--- config.mk ---
export PLATFORM = sky130hd
export DESIGN_NAME = csv_record_tokenizer_core_flat
export DESIGN_NICKNAME = d
export VERILOG_FILES = /design/src/design/csvtok_pkg.sv /design/src/design/csvtok_if.sv /design/src/design/csvtok_parser.sv /design/src/design/csv_record_tokenizer_core.sv /design/src/flat_wrapper.sv
export SDC_FILE = /design/constraint.sdc
export NUM_CORES = 1
export LEC_CHECK = 0
export BUFFER_PORTS_ARGS = -buffer_cell sky130_fd_sc_hd__buf_2
export CAP_MARGIN = 20
export CORE_AREA = 2 2 92 94
export CTS_CLUSTER_SIZE = 25
export DETAILED_ROUTE_END_ITERATION = 10
export DIE_AREA = 0 0 94 96
export PLACE_DENSITY_LB_ADDON = 0.12
export SKIP_CTS_REPAIR_TIMING = 1
export SLEW_MARGIN = 20
export SYNTH_ARGS = -nofsm -noshare
export SYNTH_HDL_FRONTEND = slang
export SYNTH_SLANG_ARGS = --single-unit
--- constraint.sdc ---
create_clock -name clk -period 3.8 [get_ports clk]
set_input_delay 0.38 -clock clk [delete_from_list [all_inputs] [get_ports clk]]
set_output_delay 0.38 -clock clk [all_outputs]
set_load 0.01 [all_outputs]
--- src/design/csvtok_pkg.sv ---
// csvtok_pkg: shared types and constants for the CSV record tokenizer.
// No dependencies; used by the channel interfaces, the parser and the top level.
package csvtok_pkg;

  localparam logic [7:0] CH_QUOTE = 8'h22;
  localparam logic [7:0] CH_CR    = 8'h0D;
  localparam logic [7:0] CH_LF    = 8'h0A;
  localparam logic [7:0] CH_TAB   = 8'h09;
  localparam logic [7:0] CH_SPACE = 8'h20;

  localparam logic [7:0] SEP_RESET  = 8'd44;
  localparam logic [7:0] COLS_RESET = 8'd0;

  // register index, taken from paddr[2]
  localparam logic REG_FIELD_SEPARATOR  = 1'b0;
  localparam logic REG_EXPECTED_COLUMNS = 1'b1;

  typedef struct packed {
    logic [7:0] char_in;
    logic       end_of_input;
  } in_item_t;

  typedef struct packed {
    logic [7:0] data_byte;
    logic       byte_valid;
    logic       field_end;
    logic       record_end;
    logic       record_error;
    logic [7:0] field_count;
    logic       column_mismatch;
    logic       input_done;
  } out_item_t;

  typedef struct packed {
    logic [7:0] field_separator;
    logic [7:0] expected_columns;
  } cfg_t;

endpackage

--- src/design/csvtok_if.sv ---
// csvtok_if: valid/ready channel interfaces for characters in and tokens out.
// Depends on csvtok_pkg for the beat payload types.
interface csvtok_in_if;
  import csvtok_pkg::*;
  logic     valid;
  logic     ready;
  in_item_t payload;
  modport source (output valid, output payload, input ready);
  modport sink   (input valid, input payload, output ready);
endinterface

interface csvtok_out_if;
  import csvtok_pkg::*;
  logic      valid;
  logic      ready;
  out_item_t payload;
  modport source (output valid, output payload, input ready);
  modport sink   (input valid, input payload, output ready);
endinterface

--- src/design/csvtok_parser.sv ---
// csvtok_parser: parse mode and field counter, one character per accepted beat.
// Depends on csvtok_pkg; produces at most one token beat per character.
module csvtok_parser #(
  parameter int MAX_FIELDS = 255
) (
  input  logic                  clk,
  input  logic                  rst,
  input  logic                  accept,
  input  csvtok_pkg::in_item_t  item,
  input  csvtok_pkg::cfg_t      cfg,
  output logic                  res_valid,
  output csvtok_pkg::out_item_t res
);
  import csvtok_pkg::*;

  localparam logic [7:0] FieldCap = (MAX_FIELDS < 255) ? 8'(MAX_FIELDS) : 8'd255;

  localparam logic [2:0] M_REC      = 3'd0;
  localparam logic [2:0] M_FIELD    = 3'd1;
  localparam logic [2:0] M_FIELD_WS = 3'd2;
  localparam logic [2:0] M_PLAIN    = 3'd3;
  localparam logic [2:0] M_QUOTED   = 3'd4;
  localparam logic [2:0] M_QSEEN    = 3'd5;

  logic [2:0] mode, mode_next;
  logic [7:0] fields_seen, fields_seen_next;

  logic [2:0] m;
  logic [7:0] c;
  logic       is_eol, is_sep, is_ws, count, emit, restart;
  logic [7:0] fcount;

  always_comb begin
    c         = item.char_in;
    is_eol    = (c == CH_CR) || (c == CH_LF);
    is_sep    = (c == cfg.field_separator);
    is_ws     = (c == CH_SPACE) || (c == CH_TAB);
    m         = (mode > M_QSEEN) ? M_REC : mode;
    mode_next = m;
    count     = 1'b0;
    emit      = 1'b0;
    res       = '0;

    if (item.end_of_input) begin
      emit           = 1'b1;
      res.input_done = 1'b1;
      case (m)
        M_FIELD, M_FIELD_WS: res.record_end = 1'b1;
        M_PLAIN, M_QSEEN: begin
          count          = 1'b1;
          res.field_end  = 1'b1;
          res.record_end = 1'b1;
        end
        M_QUOTED: res.record_error = 1'b1;
        default: ;
      endcase
    end else if ((m == M_REC && is_eol) || (m == M_FIELD_WS && is_ws)) begin
      emit = 1'b0;
    end else begin
      if (m == M_REC || m == M_FIELD_WS) m = M_FIELD;
      case (m)
        M_FIELD: begin
          if (c == CH_QUOTE) begin
            mode_next = M_QUOTED;
          end else if (is_eol) begin
            emit           = 1'b1;
            res.record_end = 1'b1;
          end else if (is_sep) begin
            emit          = 1'b1;
            count         = 1'b1;
            res.field_end = 1'b1;
            mode_next     = M_FIELD_WS;
          end else begin
            emit           = 1'b1;
            res.data_byte  = c;
            res.byte_valid = 1'b1;
            mode_next      = M_PLAIN;
          end
        end
        M_PLAIN: begin
          emit = 1'b1;
          if (is_sep) begin
            count         = 1'b1;
            res.field_end = 1'b1;
            mode_next     = M_FIELD;
          end else if (is_eol) begin
            count          = 1'b1;
            res.field_end  = 1'b1;
            res.record_end = 1'b1;
          end else begin
            res.data_byte  = c;
            res.byte_valid = 1'b1;
          end
        end
        M_QUOTED: begin
          if (c == CH_QUOTE) begin
            mode_next = M_QSEEN;
          end else begin
            emit           = 1'b1;
            res.data_byte  = c;
            res.byte_valid = 1'b1;
          end
        end
        default: begin
          emit = 1'b1;
          if (c == CH_QUOTE) begin
            res.data_byte  = CH_QUOTE;
            res.byte_valid = 1'b1;
            mode_next      = M_QUOTED;
          end else if (is_sep) begin
            count         = 1'b1;
            res.field_end = 1'b1;
            mode_next     = M_FIELD;
          end else if (is_eol) begin
            count          = 1'b1;
            res.field_end  = 1'b1;
            res.record_end = 1'b1;
          end else begin
            res.record_error = 1'b1;
          end
        end
      endcase
    end

    fcount = (count && fields_seen < FieldCap) ? fields_seen + 8'd1 : fields_seen;
    res.field_count     = fcount;
    res.column_mismatch = res.record_end && (cfg.expected_columns != 8'd0)
                          && (fcount != cfg.expected_columns);
    restart   = emit && (res.record_end || res.record_error || res.input_done);
    res_valid = accept && emit;

    fields_seen_next = restart ? 8'd0 : fcount;
    if (restart) mode_next = M_REC;
  end

  always_ff @(posedge clk) begin
    if (rst) begin
      mode        <= M_REC;
      fields_seen <= 8'd0;
    end else if (accept) begin
      mode        <= mode_next;
      fields_seen <= fields_seen_next;
    end
  end

  a_eoi_restarts: assert property (@(posedge clk) disable iff (rst)
    accept && item.end_of_input |=> mode == M_REC && fields_seen == 8'd0)
    else $error("parser not back at record start after end of input");

  a_mismatch_at_record_end: assert property (@(posedge clk) disable iff (rst)
    res_valid && res.column_mismatch |-> res.record_end)
    else $error("column mismatch flagged outside record end");

  a_count_capped: assert property (@(posedge clk) disable iff (rst)
    fields_seen <= FieldCap)
    else $error("field counter above its cap");

endmodule

--- src/design/csv_record_tokenizer_core.sv ---
// csv_record_tokenizer_core: streaming CSV tokenizer with APB setup registers.
// Depends on csvtok_pkg, csvtok_in_if/csvtok_out_if and csvtok_parser.
//
// rx carries one character or an end-of-input mark per beat; tx carries at
// most one token beat per character: a content byte, a field end, a record
// end or error with the field count and column check, or the end-of-input
// flag. Quotes that open or close a field, blank lines and whitespace after
// an empty field give no tx beat.
// Each token is registered in the output register, or in the skid register
// while tx stalls; one character is taken every cycle unless the skid is full.
// An output register plus a one-entry skid register sit on tx, so rx keeps
// flowing while a token waits; rx.ready drops only while the skid register
// is full, and rises again the cycle after tx takes a beat.
// Reset empties both registers, returns the parser to record start with no
// fields counted, and loads the separator with ',' and the column check off.
// APB: separator at 0x0, expected column count at 0x4; write only while idle.
module csv_record_tokenizer_core #(
  parameter int MAX_FIELDS = 255
) (
  input  logic        clk,
  input  logic        rst,
  input  logic        psel,
  input  logic        penable,
  input  logic        pwrite,
  input  logic [2:0]  paddr,
  input  logic [31:0] pwdata,
  output logic [31:0] prdata,
  output logic        pready,
  csvtok_in_if.sink   rx,
  csvtok_out_if.source tx
);
  import csvtok_pkg::*;

  cfg_t      cfg;
  logic      accept;
  logic      res_valid;
  out_item_t res;

  logic      out_valid;
  out_item_t out_data;
  logic      skid_valid;
  out_item_t skid_data;

  assign pready = 1'b1;
  assign prdata = (paddr[2] == REG_EXPECTED_COLUMNS) ? {24'd0, cfg.expected_columns}
                                                     : {24'd0, cfg.field_separator};

  always_ff @(posedge clk) begin
    if (rst) begin
      cfg.field_separator  <= SEP_RESET;
      cfg.expected_columns <= COLS_RESET;
    end else if (psel && penable && pwrite) begin
      if (paddr[2] == REG_FIELD_SEPARATOR) cfg.field_separator  <= pwdata[7:0];
      else                                 cfg.expected_columns <= pwdata[7:0];
    end
  end

  assign rx.ready = !skid_valid;
  assign accept   = rx.valid && rx.ready;

  csvtok_parser #(.MAX_FIELDS(MAX_FIELDS)) u_parser (
    .clk       (clk),
    .rst       (rst),
    .accept    (accept),
    .item      (rx.payload),
    .cfg       (cfg),
    .res_valid (res_valid),
    .res       (res)
  );

  always_ff @(posedge clk) begin
    if (rst) begin
      out_valid  <= 1'b0;
      skid_valid <= 1'b0;
    end else if (!out_valid || tx.ready) begin
      if (skid_valid) begin
        out_valid  <= 1'b1;
        skid_valid <= res_valid;
      end else begin
        out_valid  <= res_valid;
      end
    end else if (res_valid) begin
      skid_valid <= 1'b1;
    end
  end

  always_ff @(posedge clk) begin
    if (!out_valid || tx.ready) begin
      out_data <= skid_valid ? skid_data : res;
      if (skid_valid && res_valid) skid_data <= res;
    end else if (res_valid) begin
      skid_data <= res;
    end
  end

  assign tx.valid   = out_valid;
  assign tx.payload = out_data;

  a_skid_behind_out: assert property (@(posedge clk) disable iff (rst)
    skid_valid |-> out_valid)
    else $error("skid register full while output register empty");

  a_skid_holds: assert property (@(posedge clk) disable iff (rst)
    skid_valid && !tx.ready |=> skid_valid && $stable(skid_data))
    else $error("skid beat lost during stall");

  a_no_accept_when_full: assert property (@(posedge clk) disable iff (rst)
    skid_valid && out_valid && !tx.ready |-> !res_valid)
    else $error("token produced with nowhere to store it");

endmodule
--- src/flat_wrapper.sv ---
// flat-port wrapper written by rule: the top's interface ports become plain ports
module csv_record_tokenizer_core_flat import csvtok_pkg::*;
#(
  parameter int MAX_FIELDS = 255
)
  (clk, rst, psel, penable, pwrite, paddr, pwdata, prdata, pready, rx_valid, rx_payload, rx_ready, tx_valid, tx_payload, tx_ready);
  csvtok_in_if rx_i ();
  csvtok_out_if tx_i ();
  input  logic clk;
  input  logic rst;
  input  logic psel;
  input  logic penable;
  input  logic pwrite;
  input  logic [2:0] paddr;
  input  logic [31:0] pwdata;
  output logic [31:0] prdata;
  output logic pready;
  input wire logic [$bits(rx_i.valid)-1:0] rx_valid;
  input wire logic [$bits(rx_i.payload)-1:0] rx_payload;
  output wire logic [$bits(rx_i.ready)-1:0] rx_ready;
  output wire logic [$bits(tx_i.valid)-1:0] tx_valid;
  output wire logic [$bits(tx_i.payload)-1:0] tx_payload;
  input wire logic [$bits(tx_i.ready)-1:0] tx_ready;
  assign rx_i.valid = rx_valid;
  assign rx_i.payload = rx_payload;
  assign rx_ready = rx_i.ready;
  assign tx_valid = tx_i.valid;
  assign tx_payload = tx_i.payload;
  assign tx_i.ready = tx_ready;
  csv_record_tokenizer_core #(.MAX_FIELDS(MAX_FIELDS)) u_core (.clk(clk), .rst(rst), .psel(psel), .penable(penable), .pwrite(pwrite), .paddr(paddr), .pwdata(pwdata), .prdata(prdata), .pready(pready), .rx(rx_i), .tx(tx_i));
endmodule
Yosys cells after proc, flatten, opt, wreduce, memory -nomap -nowiden
Cells that the tools add are included.
{"block": "classes", "add_sub_neg": 1, "n_lt_le_gt_ge": 2, "eq_ne": 16, "n_mux": 67, "n_bitwise": 1, "n_reduce_logical": 30}
{"op": "2-to-1 mux 22 bit", "n": 4}
{"op": "2-to-1 mux 9 bit", "n": 5}
{"op": "2-to-1 mux 3 bit", "n": 14}
{"op": "one-hot mux 9 bit (3 select lines)", "n": 1}
{"op": "2-to-1 mux 1 bit", "n": 26}
{"op": "== test 8 x 4 -> 1 bit, second input constant", "n": 3}
{"op": "2-to-1 mux 8 bit", "n": 3}
{"op": "== test 8 x 6 -> 1 bit, second input constant", "n": 2}
{"op": "2-to-1 mux 2 bit", "n": 7}
{"op": "2-to-1 mux 12 bit", "n": 1}
{"op": "logical AND 1 bit", "n": 11}
{"op": "2-to-1 mux 11 bit", "n": 1}
{"op": "2-to-1 mux 10 bit", "n": 1}
{"op": "== test 3 x 2 -> 1 bit, second input constant", "n": 3}
{"op": "== test 3 bit, second input constant", "n": 3}
{"op": "one-hot mux 3 bit (3 select lines)", "n": 1}
{"op": "adder 8 x 1 -> 8 bit, second input constant", "n": 1}
{"op": "== test 8 bit", "n": 1}
{"op": "less-than comparator 8 bit, second input constant", "n": 1}
{"op": "inequality test 8 bit", "n": 1}
{"op": "nonzero test 8 bit", "n": 1}
{"op": "logical OR 1 bit", "n": 7}
{"op": "2-to-1 mux 7 bit", "n": 1}
{"op": "== test 3 x 1 -> 1 bit, second input constant", "n": 2}
{"op": "12 further kinds", "n": 16}
{"block": "totals", "regBits": 73, "input_bits": 51, "elab_cells": 139}

Longest topological paths before layout
Gate-level depths: netlist (run 1).
{"block": "depth", "depth_word": 21, "depth_mapped": 10}

Modules after synthesis
Synthesis (run 1) repeated with hierarchy kept, for this count alone.
{"block": "unflattened", "cells_unflattened": 430, "hier_area_um2": 4311.6}
{"mod": "csv_record_tokenizer_core", "instances": 1, "cells_each": 183, "area_per_inst_um2": 2568.7, "seq_area_each_um2": 1681.6}
{"mod": "csvtok_parser", "instances": 1, "cells_each": 247, "area_per_inst_um2": 1742.9, "seq_area_each_um2": 220.2}

Worst setup path after synthesis (run 1)
OpenSTA, ideal clock, no wires.
{"block": "synth_path", "kind": "input-to-reg", "start": "in rx_payload[1]", "end": "reg u_core.skid_data[0] in the netlist's numbering, enable pin", "arrival_ns": 2.733, "t_required_ns": 3.371, "setup_slack_ns": 0.639, "path_stages": 5, "path_cell_list": "and3b_1 o2111ai_2 o21a_1 a21oi_1 nor3_1"}
{"block": "synth_between", "elab_chain_len": 10, "word_cells_on_any_way": 19}
{"item": "start: declaration", "line": "flat_wrapper.sv:19", "rtl": "input wire logic [$bits(rx_i.payload)-1:0] rx_payload;"}
{"item": "== test 8 x 4 -> 1 bit (tied with other cells)", "line": "csvtok_parser.sv:35", "rtl": "is_eol = (c == CH_CR) || (c == CH_LF);"}
{"item": "logical OR 1 bit, on equally long branches", "line": "csvtok_parser.sv:35, csvtok_parser.sv:37"}
{"item": "logical AND 1 bit", "line": "csvtok_parser.sv:57", "rtl": "end else if ((m == M_REC && is_eol) || (m == M_FIELD_WS && is_ws)) begin"}
{"item": "logical OR 1 bit", "line": "csvtok_parser.sv:57"}
{"item": "2-to-1 mux 1 bit *", "line": "csvtok_parser.sv:57"}
{"item": "2-to-1 mux 1 bit *", "line": "csvtok_parser.sv:44", "rtl": "if (item.end_of_input) begin"}
{"item": "logical AND 1 bit *", "line": "csvtok_parser.sv:130", "rtl": "res_valid = accept && emit;"}
{"item": "logical AND 1 bit", "line": "csv_record_tokenizer_core.sv:90", "rtl": "if (skid_valid && res_valid) skid_data <= res;"}
{"item": "inequality test 2 bit (no source line)"}
{"item": "AND reduction 2 bit (no source line) *"}
{"item": "end signal: assignment", "line": "csv_record_tokenizer_core.sv:90"}
{"item": "end signal: assignment", "line": "csv_record_tokenizer_core.sv:92", "rtl": "skid_data <= res;"}
{"item": "end: declaration", "line": "csv_record_tokenizer_core.sv:42", "rtl": "out_item_t skid_data;"}
Every way passes the cells marked *; elsewhere a longest branch is shown, timed or not.
A chain may end at the register's enable or synchronous reset.

Final worst setup path (run 1)
{"block": "layout_path", "start": "reg u_core.u_parser.mode[2]", "end": "reg u_core.out_data (netlist bit u_core.tx.payload[1]), data pin"}
{"block": "layout_between", "elab_chain_len": 16, "word_cells_on_any_way": 33}
{"item": "start: declaration", "line": "csvtok_parser.sv:25", "rtl": "logic [2:0] mode, mode_next;"}
{"item": "start signal: assignment", "line": "csvtok_parser.sv:141", "rtl": "mode <= mode_next;"}
{"item": "greater-than comparator 3 bit", "line": "csvtok_parser.sv:38", "rtl": "m = (mode > M_QSEEN) ? M_REC : mode;"}
{"item": "2-to-1 mux 3 bit *", "line": "csvtok_parser.sv:38"}
{"item": "== test 3 x 2 -> 1 bit / logical NOT 3 bit (equally long branches)", "line": "csvtok_parser.sv:47, csvtok_parser.sv:57, csvtok_parser.sv:60"}
{"item": "logical OR 1 bit", "line": "csvtok_parser.sv:60", "rtl": "if (m == M_REC || m == M_FIELD_WS) m = M_FIELD;"}
{"item": "2-to-1 mux 3 bit", "line": "csvtok_parser.sv:60"}
{"item": "2-to-1 mux 3 bit", "line": "csvtok_parser.sv:57"}
{"item": "2-to-1 mux 3 bit", "line": "csvtok_parser.sv:44"}
{"item": "== test 3 bit (tied with other cells)", "line": "csvtok_parser.sv:61", "rtl": "case (m)"}
{"item": "one-hot mux 1 bit (3 select lines)", "line": "csvtok_parser.sv:61"}
{"item": "2-to-1 mux 1 bit", "line": "csvtok_parser.sv:57"}
{"item": "2-to-1 mux 1 bit", "line": "csvtok_parser.sv:44"}
{"item": "logical AND 1 bit", "line": "csvtok_parser.sv:125", "rtl": "fcount = (count && fields_seen < FieldCap) ? fields_seen + 8'd1 : fields_seen;"}
{"item": "2-to-1 mux 8 bit", "line": "csvtok_parser.sv:125"}
{"item": "inequality test 8 bit", "line": "csvtok_parser.sv:128", "rtl": "&& (fcount != cfg.expected_columns);"}
{"item": "logical AND 1 bit *", "line": "csvtok_parser.sv:128"}
{"item": "2-to-1 mux 22 bit *", "line": "csv_record_tokenizer_core.sv:89", "rtl": "out_data <= skid_valid ? skid_data : res;"}
{"item": "end signal: assignment", "line": "csv_record_tokenizer_core.sv:89"}
{"item": "end: declaration", "line": "csv_record_tokenizer_core.sv:40", "rtl": "out_item_t out_data;"}
Every way passes the cells marked *; elsewhere a longest branch is shown, timed or not. The select of a mux whose other input is x is not followed.

==> summary.txt, run 1 <==
Outcome -> completed
Drt wl/cell -> 15.49 um
Pwr per Cell Area -> 356.5 nW/um2
Yosys warns -> 0
Min cycle time layout -> 3.324 ns
H-tree levels -> 3
Die Span Y -> 96 um
Ys flop type -> edfxtp_1
RSZ-0062 raised after global routing -> no
Cells on Worst Hold Path -> 2
Footprint of the multi-input gates -> 1972 um2
Netlist cell types -> 66
Fraction of layout cells with a size suffix above 1 -> 0.2335
R2r worst-path depth -> 9
Core area -> 8051 um2
Setup Skew -> 0.01860 ns
R2r startpoint -> u_core.u_parser.mode[2]
I/O pin total -> 108
Worst path required time -> 3.87 ns
Crit path capture type -> flip-flop
CTS buffer count -> 9
Max Buffers Root-to-Sink -> 2
Max Freq -> 300.9 MHz
DRT Wirelength -> 9124 um
Worst-Margin Slew -> 0.9093 ns
Maximum VDD drop -> 186.8 uV
Dpl hpwl -> 6694 um
Final nets -> 531
Antenna violations before repair -> 0
Register area share after synthesis -> 0.4585
WS Path Type -> flip-flop to flip-flop
Vias in the first global route -> 2,884
Clk Latency, worst-skew pair -> 0.35 ns
Vias per inst -> 5.535
Seq pwr share -> 0.542
Clock power frac -> 0.353
Area of placed instances -> 4390 um2
Die Width -> 94 um
Startpoint types -> flip-flop
Largest net degree at the start of global routing -> 30
Mapped Area -> 4148 um2
Worst R2R Setup Slack -> 0.48 ns
Net load switching power -> 449.6 uW
CP arrival -> 3.40 ns
Clock Pin Slew Worst Setup and Hold Paths -> 0.08 ns
Grt total ovfl -> 0
DR pass1 iterations -> 5
Register area -> 1902 um2
Fill cell total of the finished layout -> 756
Global-route wire length before repair -> 14,770 um
Period utilization -> 0.8747
Slew Limit Fails -> 0
Root buffer cell -> clkbuf_8
Async set or reset register ratio after synthesis -> 0
Floorplan row count -> 33
Total track usage -> 0.2110
CTS tree -> done
Worst Setup SP -> u_core.u_parser.mode[2]
Hold Slack -> 0.2527 ns
Final hold viol count -> 0
Int Pwr -> 1.182 mW
Die area -> 9024 um2
Net Sw Frac -> 0.2756
Diodes inserted -> 0
IO buf count -> 56
RePlAce Congestion -> 0.9474
Reg-to-Reg End -> u_core.tx.payload[1]
CTS sink cnt -> 73
Leak Pwr -> 1.816 nW
Vias -> 3,260
CP Max Fanout -> 13
Layout area overhead -> 10.32%
Combinational group share of total power -> 0.106
Number of synthesized flops with an enable pin -> 44
Final ANT Viol Nets -> 0
Max-slew headroom -> 0.3916
Iter 0 DRT Violations -> 147
Hold_sp -> pwdata[2]
#FFs+latches synth -> 73
Initial cell density of the core -> 0.5152
Final setup TNS -> 0 ns
Max-Cap Viols -> 0
DRC -> 0
Syn_area_per_cell -> 9.691 um2
Final setup violation count -> 0
Worst setup path endpoint -> u_core.tx.payload[1]
Min-delay worst type -> primary input to flip-flop
Design Area, Final -> 4576 um2
Mapped Cells -> 428
worst min path at each step:
| stage | to | slack (ns) |
|---|---|---|
| final | u_core.cfg[10] | 0.25 |
| after global routing | u_core.cfg[10] | 0.24 |
| after CTS | u_core.cfg[10] | 0.24 |
| after detailed placement | u_core.cfg[7] | 0.51 |
| after global placement | u_core.cfg[7] | 0.50 |
| after floorplan | u_core.cfg[0] | 0.47 |
layout by cell type, fill, tap and decap left out, drive strengths merged, types with 4 or more instances in the layout:
cell / n
nor3: 9
xor2: 4
o31ai: 10
o21ai: 15
and3: 6
a31oi: 6
dfxtp: 29
nor2: 39
o211ai: 4
conb: 25
mux2: 20
buf: 62
a21oi: 23
nand2b: 4
nand3: 10
a22oi: 7
edfxtp: 44
a211o: 4
xnor2: 17
clkbuf: 9
mux2i: 6
inv: 18
nor2b: 5
nand2: 51
layer usage:
layer / GRT usage / wire, um
met1: 0.3037 / 4430
met2: 0.3244 / 4108
met3: 0.04777 / 522
met4: 0.05193 / 63
met5: 0 / 0
power by group through the flow:
stage	Clock, mW	Sequential, mW	Combinational, mW
2_1_floorplan	0	0.908	0.122
3_3_place_gp	0	0.901	0.169
3_5_place_dp	0	0.902	0.172
4_1_cts	0.582	0.884	0.172
5_1_grt	0.616	0.887	0.193
6_report	0.575	0.884	0.172
synthesized netlist by cell type (4+ instances only):
library cell,count,area share
a31oi_1,6,0.0091
a211o_1,4,0.0084
and3_1,4,0.0060
nor3_1,9,0.011
dfxtp_1,29,0.14
inv_1,15,0.014
buf_4,25,0.045
nand2b_1,4,0.0060
nor2_1,39,0.035
xnor2_1,17,0.036
a22oi_1,7,0.013
edfxtp_1,44,0.32
nor2b_1,5,0.0075
nand3_1,10,0.012
xor2_1,4,0.0084
mux2i_1,6,0.014
nand2_1,51,0.046
o211ai_1,4,0.0072
clkbuf_1,10,0.0091
a21oi_1,23,0.028
o21ai_0,14,0.017
buf_2,4,0.0048
mux2_2,20,0.054
o31ai_1,10,0.018
cell families after synthesis:
| kind of cell | count (synthesis) | share of synthesized area |
|---|---|---|
| AND/OR/NAND/NOR | 147 | 0.1729 |
| multiplexers | 26 | 0.06878 |
| AO/OA/AOI/OAI | 96 | 0.1602 |
| buffers and inverters | 61 | 0.08808 |
| other | 2 | 0.001811 |
| adder cells (fa/ha/maj) | 2 | 0.005429 |
| XOR/XNOR | 21 | 0.04434 |
| flip-flops | 73 | 0.4585 |
worst max-delay path: stages, from the launching register on:
cell       delay [ns]
dfxtp_1          0.55
and2b_2          0.31
o21ai_0          0.36
o31a_1           0.21
o41a_1           0.29
clkinv_1         0.31
a21o_2           0.29
a21o_1           0.16
a2111oi_2        0.44
a31oi_1          0.15
through the flow:
step	std cells	utilization	total power [mW]	setup WS, ns
after detailed placement	573	0.5453	1.074	0.3358
after global placement	573	0.5453	1.070	0.3308
after global routing	589	0.5683	1.696	0.2666
final	589	0.5683	1.631	0.4762
after CTS	589	0.5683	1.638	0.5015
after floorplan	451	-	1.030	0.6386
state kept, by name, indices dropped and copies added, names as in the netlist:
signal,cells
u_core.tx.payload,22
u_core.skid_data,22
u_core.skid_valid,1
u_core.tx.valid,1
u_core.u_parser.mode,3
u_core.cfg,16
u_core.u_parser.fields_seen,8
final cells by class:
class,count,share of cell area
clock buffer,9,0.02707
clock inverter,7,0.01340
tap,105,0.02871
multi-input combinational,317,0.4310
sequential,73,0.4156
inverter,16,0.01313
timing repair buffer,62,0.07110
No activity file was read; power rests on OpenSTA's default activity.
==> run 2: changes to the inputs <==
Settings changed: SYNTH_HIERARCHICAL set to 1.
Clock period 3.8 ns to 4.29 ns, I/O delays scaled along.
==> run 2 against run 1 <==
Compared with the run above: sequential cell count is the same; worst setup slack gained 0.27 ns; first-iteration DRC count grew 24%; utilization grew 1.3 points; combinational power shrank 12%; routed wire length shrank 3.2%; maximum frequency shrank 6.1%; clock skew shrank 0.0066 ns; largest power group unchanged.
==> summary.txt, run 2 <==
DR pass1 iterations -> 4 (-1)
RePlAce Congestion -> 0.8494 (-10%)
Largest net degree at the start of global routing -> 33 (+10%)
Final setup violation count -> 0 (unchanged)
Max Buffers Root-to-Sink -> 2 (unchanged)
Overall power -> 1.387 mW (-15%)
Diodes inserted -> 0 (unchanged)
Floorplan row count -> 33 (unchanged)
Worst R2R Setup Slack -> 0.75 ns (+0.27 ns)
H-tree levels -> 3 (unchanged)
Max Freq -> 282.4 MHz (-6.1%)
Placed instance count -> 569 (-0.70%)
Initial cell density of the core -> 0.5355 (+0.02036)
Final ANT Viol Nets -> 0 (unchanged)
Ys flop type -> edfxtp_1
Outcome -> completed
Most common cell in the synthesized netlist -> edfxtp_1
Footprint of the multi-input gates -> 2145 um2 (+8.8%)
Leak Pwr -> 1.939 nW (+6.8%)
Cells on Worst Hold Path -> 3 (+1)
Core area -> 8051 um2 (unchanged)
Synth top area share -> 0.3064 (-0.01211)
Vias -> 3,274 (+0.43%)
R2r startpoint -> u_core/u_parser/mode[1]
DRT Wirelength -> 8829 um (-3.2%)
Maximum VDD drop -> 139.8 uV (-25%)
Synth top cells by count -> 44 x edfxtp_1, 42 x nand2_1, 32 x mux2_2
Yosys warns -> 6 (+6)
CTS buffer count -> 9 (unchanged)
Cell accounting for the most synthesized area -> edfxtp_1
Antenna violations before repair -> 0 (unchanged)
Max-slew headroom -> 0.4465 (+0.05498)
Register area share after synthesis -> 0.4411 (-0.01743)
Final setup TNS -> 0 ns (unchanged)
Post-route insts no fill -> 585 (-0.68%)
Pwr per Cell Area -> 296.4 nW/um2 (-17%)
Die area -> 9024 um2 (unchanged)
Register area -> 1902 um2 (unchanged)
Root buffer cell -> clkbuf_8
R2r worst-path depth -> 9 (unchanged)
Iter 0 DRT Violations -> 183 (+24%)
Reg-to-Reg End -> u_core/tx.payload[1]
Total track usage -> 0.2020 (-0.009006)
Mapped Area -> 4312 um2 (+4.0%)
I/O pin total -> 108 (unchanged)
Min-delay worst type -> primary input to flip-flop
WS Path Type -> flip-flop to flip-flop
Netlist cell types -> 66 (unchanged)
Fraction of layout cells with a size suffix above 1 -> 0.2750 (+0.04153)
Drt wl/cell -> 15.09 um (-2.6%)
Startpoint types -> flip-flop
Clk Latency, worst-skew pair -> 0.34 ns (about the same)
DRC -> 0 (unchanged)
Number of synthesized flops with an enable pin -> 44 (unchanged)
Crit path capture type -> flip-flop
Hold path endpoint -> u_core/cfg[4]
Final hold viol count -> 0 (unchanged)
CP Max Fanout -> 16 (+3)
Layout area overhead -> 8.532%
Final nets -> 527 (-0.75%)
RSZ-0062 raised after global routing -> no
Setup Skew -> 0.01202 ns (-0.006580 ns)
IO buf count -> 56 (unchanged)
Fin util -> 0.5812 (+0.01290)
Max-Cap Viols -> 0 (unchanged)
Slew Limit Fails -> 0 (unchanged)
Die Width -> 94 um (unchanged)
Area contributors post-synth -> edfxtp_1 31%, dfxtp_1 13%, mux2_2 8.4%, buf_4 5.0%, nand2_1 3.7%
Clock Pin Slew Worst Setup and Hold Paths -> 0.07 ns (about the same)
Dpl hpwl -> 6350 um (-5.1%)
Most common cell after layout, fill and taps aside -> buf_2
Global-route wire length before repair -> 14,220 um (-3.7%)
Vias per inst -> 5.597 (+1.1%)
Grt total ovfl -> 0 (unchanged)
Mapped Cells -> 430 (+0.47%)
Worst-Margin Slew -> 0.8293 ns (-0.08003 ns)
CTS tree -> done
Worst Setup SP -> u_core/u_parser/mode[1]
Period utilization -> 0.8253 (-0.04938)
Min cycle time layout -> 3.541 ns (+0.2167 ns)
Async set or reset register ratio after synthesis -> 0 (unchanged)
Fill cell total of the finished layout -> 743 (-1.7%)
Hold_sp -> pwdata[4]
CTS sink cnt -> 73 (unchanged)
Vias in the first global route -> 2,874 (-0.35%)
Worst path required time -> 4.38 ns (+0.51 ns)
Die Span Y -> 96 um (unchanged)
Syn_area_per_cell -> 10.03 um2 (+3.5%)
CP arrival -> 3.64 ns (+0.24 ns)
#FFs+latches synth -> 73 (unchanged)
Most frequent cells in the layout -> 56 x buf_2, 44 x edfxtp_1, 42 x nand2_1
==> run 2: how the worst max path moves through the flow <==
| stage | to | cells past startpoint |
|---|---|---|
| 5_1_grt | u_core/tx.payload[1] | 9 |
| 3_5_place_dp | u_core/tx.payload[1] | 10 |
| 6_report | u_core/tx.payload[1] | 9 |
| 4_1_cts | u_core/tx.payload[1] | 9 |
| 2_1_floorplan | u_core/tx.payload[1] | 9 |
| 3_3_place_gp | u_core/tx.payload[1] | 10 |
==> run 2: critical path, cell delays in order (launching register included) <==
cell,delay [ns]
dfxtp_1,0.64
nor2b_1,0.51
o2111ai_2,0.32
o211ai_4,0.27
a221oi_4,0.15
o21ai_2,0.40
mux2i_1,0.17
a2111oi_2,0.36
a31oi_1,0.18
mux2_2,0.30
==> run 2: logic make-up after synthesis <==
kind of cell,after synthesis,share of synthesized area
flip-flops,73,0.4411
multiplexers,43,0.1091
XOR/XNOR,14,0.02844
adder cells (fa/ha/maj),1,0.002901
buffers and inverters,58,0.08154
AND/OR/NAND/NOR,149,0.1802
other,2,0.001742
AO/OA/AOI/OAI,90,0.1550
==> run 2: where the power goes <==
part	total, mW	switching, mW	internal, mW
combinational	0.152	0.0935	0.0581
clock	0.452	0.236	0.216
sequential	0.783	0.0123	0.771
==> run 2: per-layer routing <==
layer / share of wire / track usage / up-vias
li1: - / - / 1617
met1: 0.47 / 0.2822 / 1557
met2: 0.47 / 0.3143 / 91
met3: 0.046 / 0.04229 / 9
met4: 0.012 / 0.06763 / 0
met5: 0 / 0 / -
==> run 2: layout make-up <==
| type | count | share of cell area |
|---|---|---|
| clock inverters | 3 | 0.004011 |
| flip-flops and latches | 73 | 0.4064 |
| clock buffers | 13 | 0.03048 |
| inverters | 10 | 0.008021 |
| well taps | 105 | 0.02807 |
| multi-input cells | 322 | 0.4583 |
| repair buffers | 59 | 0.06471 |
==> run 2: per-stage QoR <==
| stage | area (um2) | worst slack [ns] | hold WS [ns] |
|---|---|---|---|
| after detailed placement | 4518 | 0.7408 | 0.5281 |
| after floorplan | 4398 | 1.424 | 0.4715 |
| after CTS | 4679 | 0.8049 | 0.3150 |
| after global routing | 4679 | 0.5341 | 0.3288 |
| after global placement | 4518 | 0.7612 | 0.5147 |
| final | 4679 | 0.7494 | 0.3258 |
==> run 3: changes to the inputs <==
Settings changed: CORE_AREA 2 2 92 94 to 2 2 97 99, DIE_AREA 0 0 94 96 to 0 0 99 101.
Clock period 4.29 ns to 3 ns, I/O delays scaled along.
==> run 3 against run 2 <==
Compared with the run above: power grew 65%; routed wire length grew 12%; combinational power grew 61%; utilization grew 0.17 points; final cell count grew 9.7%; maximum frequency grew 23%; worst setup slack lost 0.63 ns; sequential power grew 43%; largest cell class unchanged.
==> summary.txt, run 3 (same netlist as run 2, synthesis figures left out) <==
Routed wl met3 -> 551 um (+34%)
Min-delay worst type -> primary input to flip-flop
Worst path required time -> 3.10 ns (-1.28 ns)
Post-route insts no fill -> 642 (+9.7%)
Int Pwr -> 1.777 mW (+70%)
Global-route wire length before repair -> 15,730 um (+11%)
Startpoint types -> flip-flop
Vias per inst -> 5.483 (-2.0%)
Final setup violation count -> 0 (unchanged)
DRT Wirelength -> 9861 um (+12%)
CTS buffer count -> 9 (unchanged)
Clock Pin Slew Worst Setup and Hold Paths -> 0.08 ns (about the same)
Vias -> 3,520 (+7.5%)
Fill cell total of the finished layout -> 760 (+2.3%)
CP arrival -> 2.98 ns (-0.66 ns)
R2r worst-path depth -> 11 (+2)
Max Freq -> 347.4 MHz (+23%)
Min cycle time layout -> 2.879 ns (-0.6619 ns)
Setup Skew -> 0.01616 ns (+0.004147 ns)
Initial cell density of the core -> 0.4803 (-0.05523)
Clk Latency, worst-skew pair -> 0.34 ns (about the same)
DRC -> 0 (unchanged)
CTS sink cnt -> 73 (unchanged)
Fraction of layout cells with a size suffix above 1 -> 0.3578 (+0.08282)
Period utilization -> 0.9595 (+0.1342)
Slew Limit Fails -> 0 (unchanged)
Most common cell after layout, fill and taps aside -> buf_2
DR pass1 iterations -> 5 (+1)
Max Buffers Root-to-Sink -> 2 (unchanged)
Max-Cap Viols -> 0 (unchanged)
Metal2 WL -> 4606 um (+12%)
Clock power frac -> 0.405 (+0.079)
Placed instance count -> 620 (+9.0%)
Dpl hpwl -> 7074 um (+11%)
Net load switching power -> 514.2 uW (+50%)
Overall power -> 2.291 mW (+65%)
Uppermost layer routed -> met4
M1 WL -> 4549 um (+8.8%)
WS Path Type -> flip-flop to flip-flop
Combinational group share of total power -> 0.107 (-0.002)
Design Area, Final -> 5233 um2 (+12%)
Most frequent cells in the layout -> 56 x buf_2, 51 x buf_4, 44 x edfxtp_1
Area of placed instances -> 4876 um2 (+7.9%)
Iter 0 DRT Violations -> 204 (+11%)
IO buf count -> 56 (unchanged)
Die Span Y -> 101 um (+5.2%)
H-tree levels -> 3 (unchanged)
Total track usage -> 0.1949 (-0.007141)
Vias in the first global route -> 3,195 (+11%)
Crit path capture type -> flip-flop
Die area -> 9999 um2 (+11%)
Max-slew headroom -> 0.4471 (+0.0005750)
RePlAce Congestion -> 0.9237 (+8.7%)
Cells on Worst Hold Path -> 3 (unchanged)
Pwr per Cell Area -> 437.9 nW/um2 (+48%)
Hold Slack -> 0.2072 ns (-0.1186 ns)
DP Worst Slack -> -0.1944 ns (-0.9352 ns)
Final worst slack -> 0.1214 ns (-0.6281 ns)
Maximum VDD drop -> 237.3 uV (+70%)
Die Width -> 99 um (+5.3%)
Net Sw Frac -> 0.2244 (-0.02206)
Final ANT Viol Nets -> 0 (unchanged)
Grt total ovfl -> 0 (unchanged)
Final nets -> 578 (+9.7%)
CTS tree -> done
Outcome -> completed
Leak Pwr -> 2.233 nW (+15%)
Seq pwr share -> 0.488 (-0.077)
CP Max Fanout -> 5 (-11)
Floorplan row count -> 35 (+6.1%)
Final setup TNS -> 0 ns (unchanged)
Root buffer cell -> clkbuf_8
Core area -> 8977 um2 (+11%)
Antenna violations before repair -> 0 (unchanged)
Final hold viol count -> 0 (unchanged)
Largest net degree at the start of global routing -> 33 (unchanged)
Diodes inserted -> 0 (unchanged)
I/O pin total -> 108 (unchanged)
Worst-Margin Slew -> 0.8284 ns (-0.0008609 ns)
Drt wl/cell -> 15.36 um (+1.8%)
Fin util -> 0.5829 (+0.001660)
Layout area overhead -> 21.36%
[run 3: worst paths after layout]
check / from / end / slack [ns]
setup / recovery: u_core/cfg[12] / u_core/tx.payload[1] / 0.12
hold / removal: pwdata[4] / u_core/cfg[4] / 0.21
setup reg to reg: u_core/cfg[12] / u_core/tx.payload[1] / 0.12
hold reg to reg: u_core/cfg[0] / u_core/cfg[0] / 0.53
[run 3: final cells by class]
type | count | area, um2 | share of cell area
Sequential cell | 73 | 1904 | 0.3639
Clock inverter | 5 | 102.6 | 0.01961
Multi-Input combinational cell | 323 | 2205 | 0.4213
Tap cell | 111 | 138.9 | 0.02654
Clock buffer | 11 | 141.4 | 0.02702
Timing Repair Buffer | 109 | 703.2 | 0.1344
Inverter | 10 | 37.54 | 0.007174
[run 3: layer usage]
layer,vias up,track usage
li1,1714,-
met1,1680,0.2725
met2,112,0.3061
met3,14,0.04022
met4,0,0.05796
met5,-,0
[run 3: worst max-delay path, stage by stage (launching register included)]
cell,delay [ns]
dfxtp_1,0.34
xor2_1,0.15
nor4_2,0.29
nand2_1,0.17
a221oi_4,0.35
buf_12,0.16
buf_4,0.10
o211ai_2,0.12
mux2i_1,0.16
a221oi_1,0.32
a31oi_2,0.18
mux2_2,0.29
[run 3: power by group through the flow]
stage                     sequential, mW  combinational [mW]  clock (mW)
final                               1.12               0.245       0.928
after global routing                1.12               0.269       0.990
after CTS                           1.12               0.240       0.952
after detailed placement            1.14               0.239           0
after global placement              1.14               0.237           0
after floorplan                     1.15               0.154           0
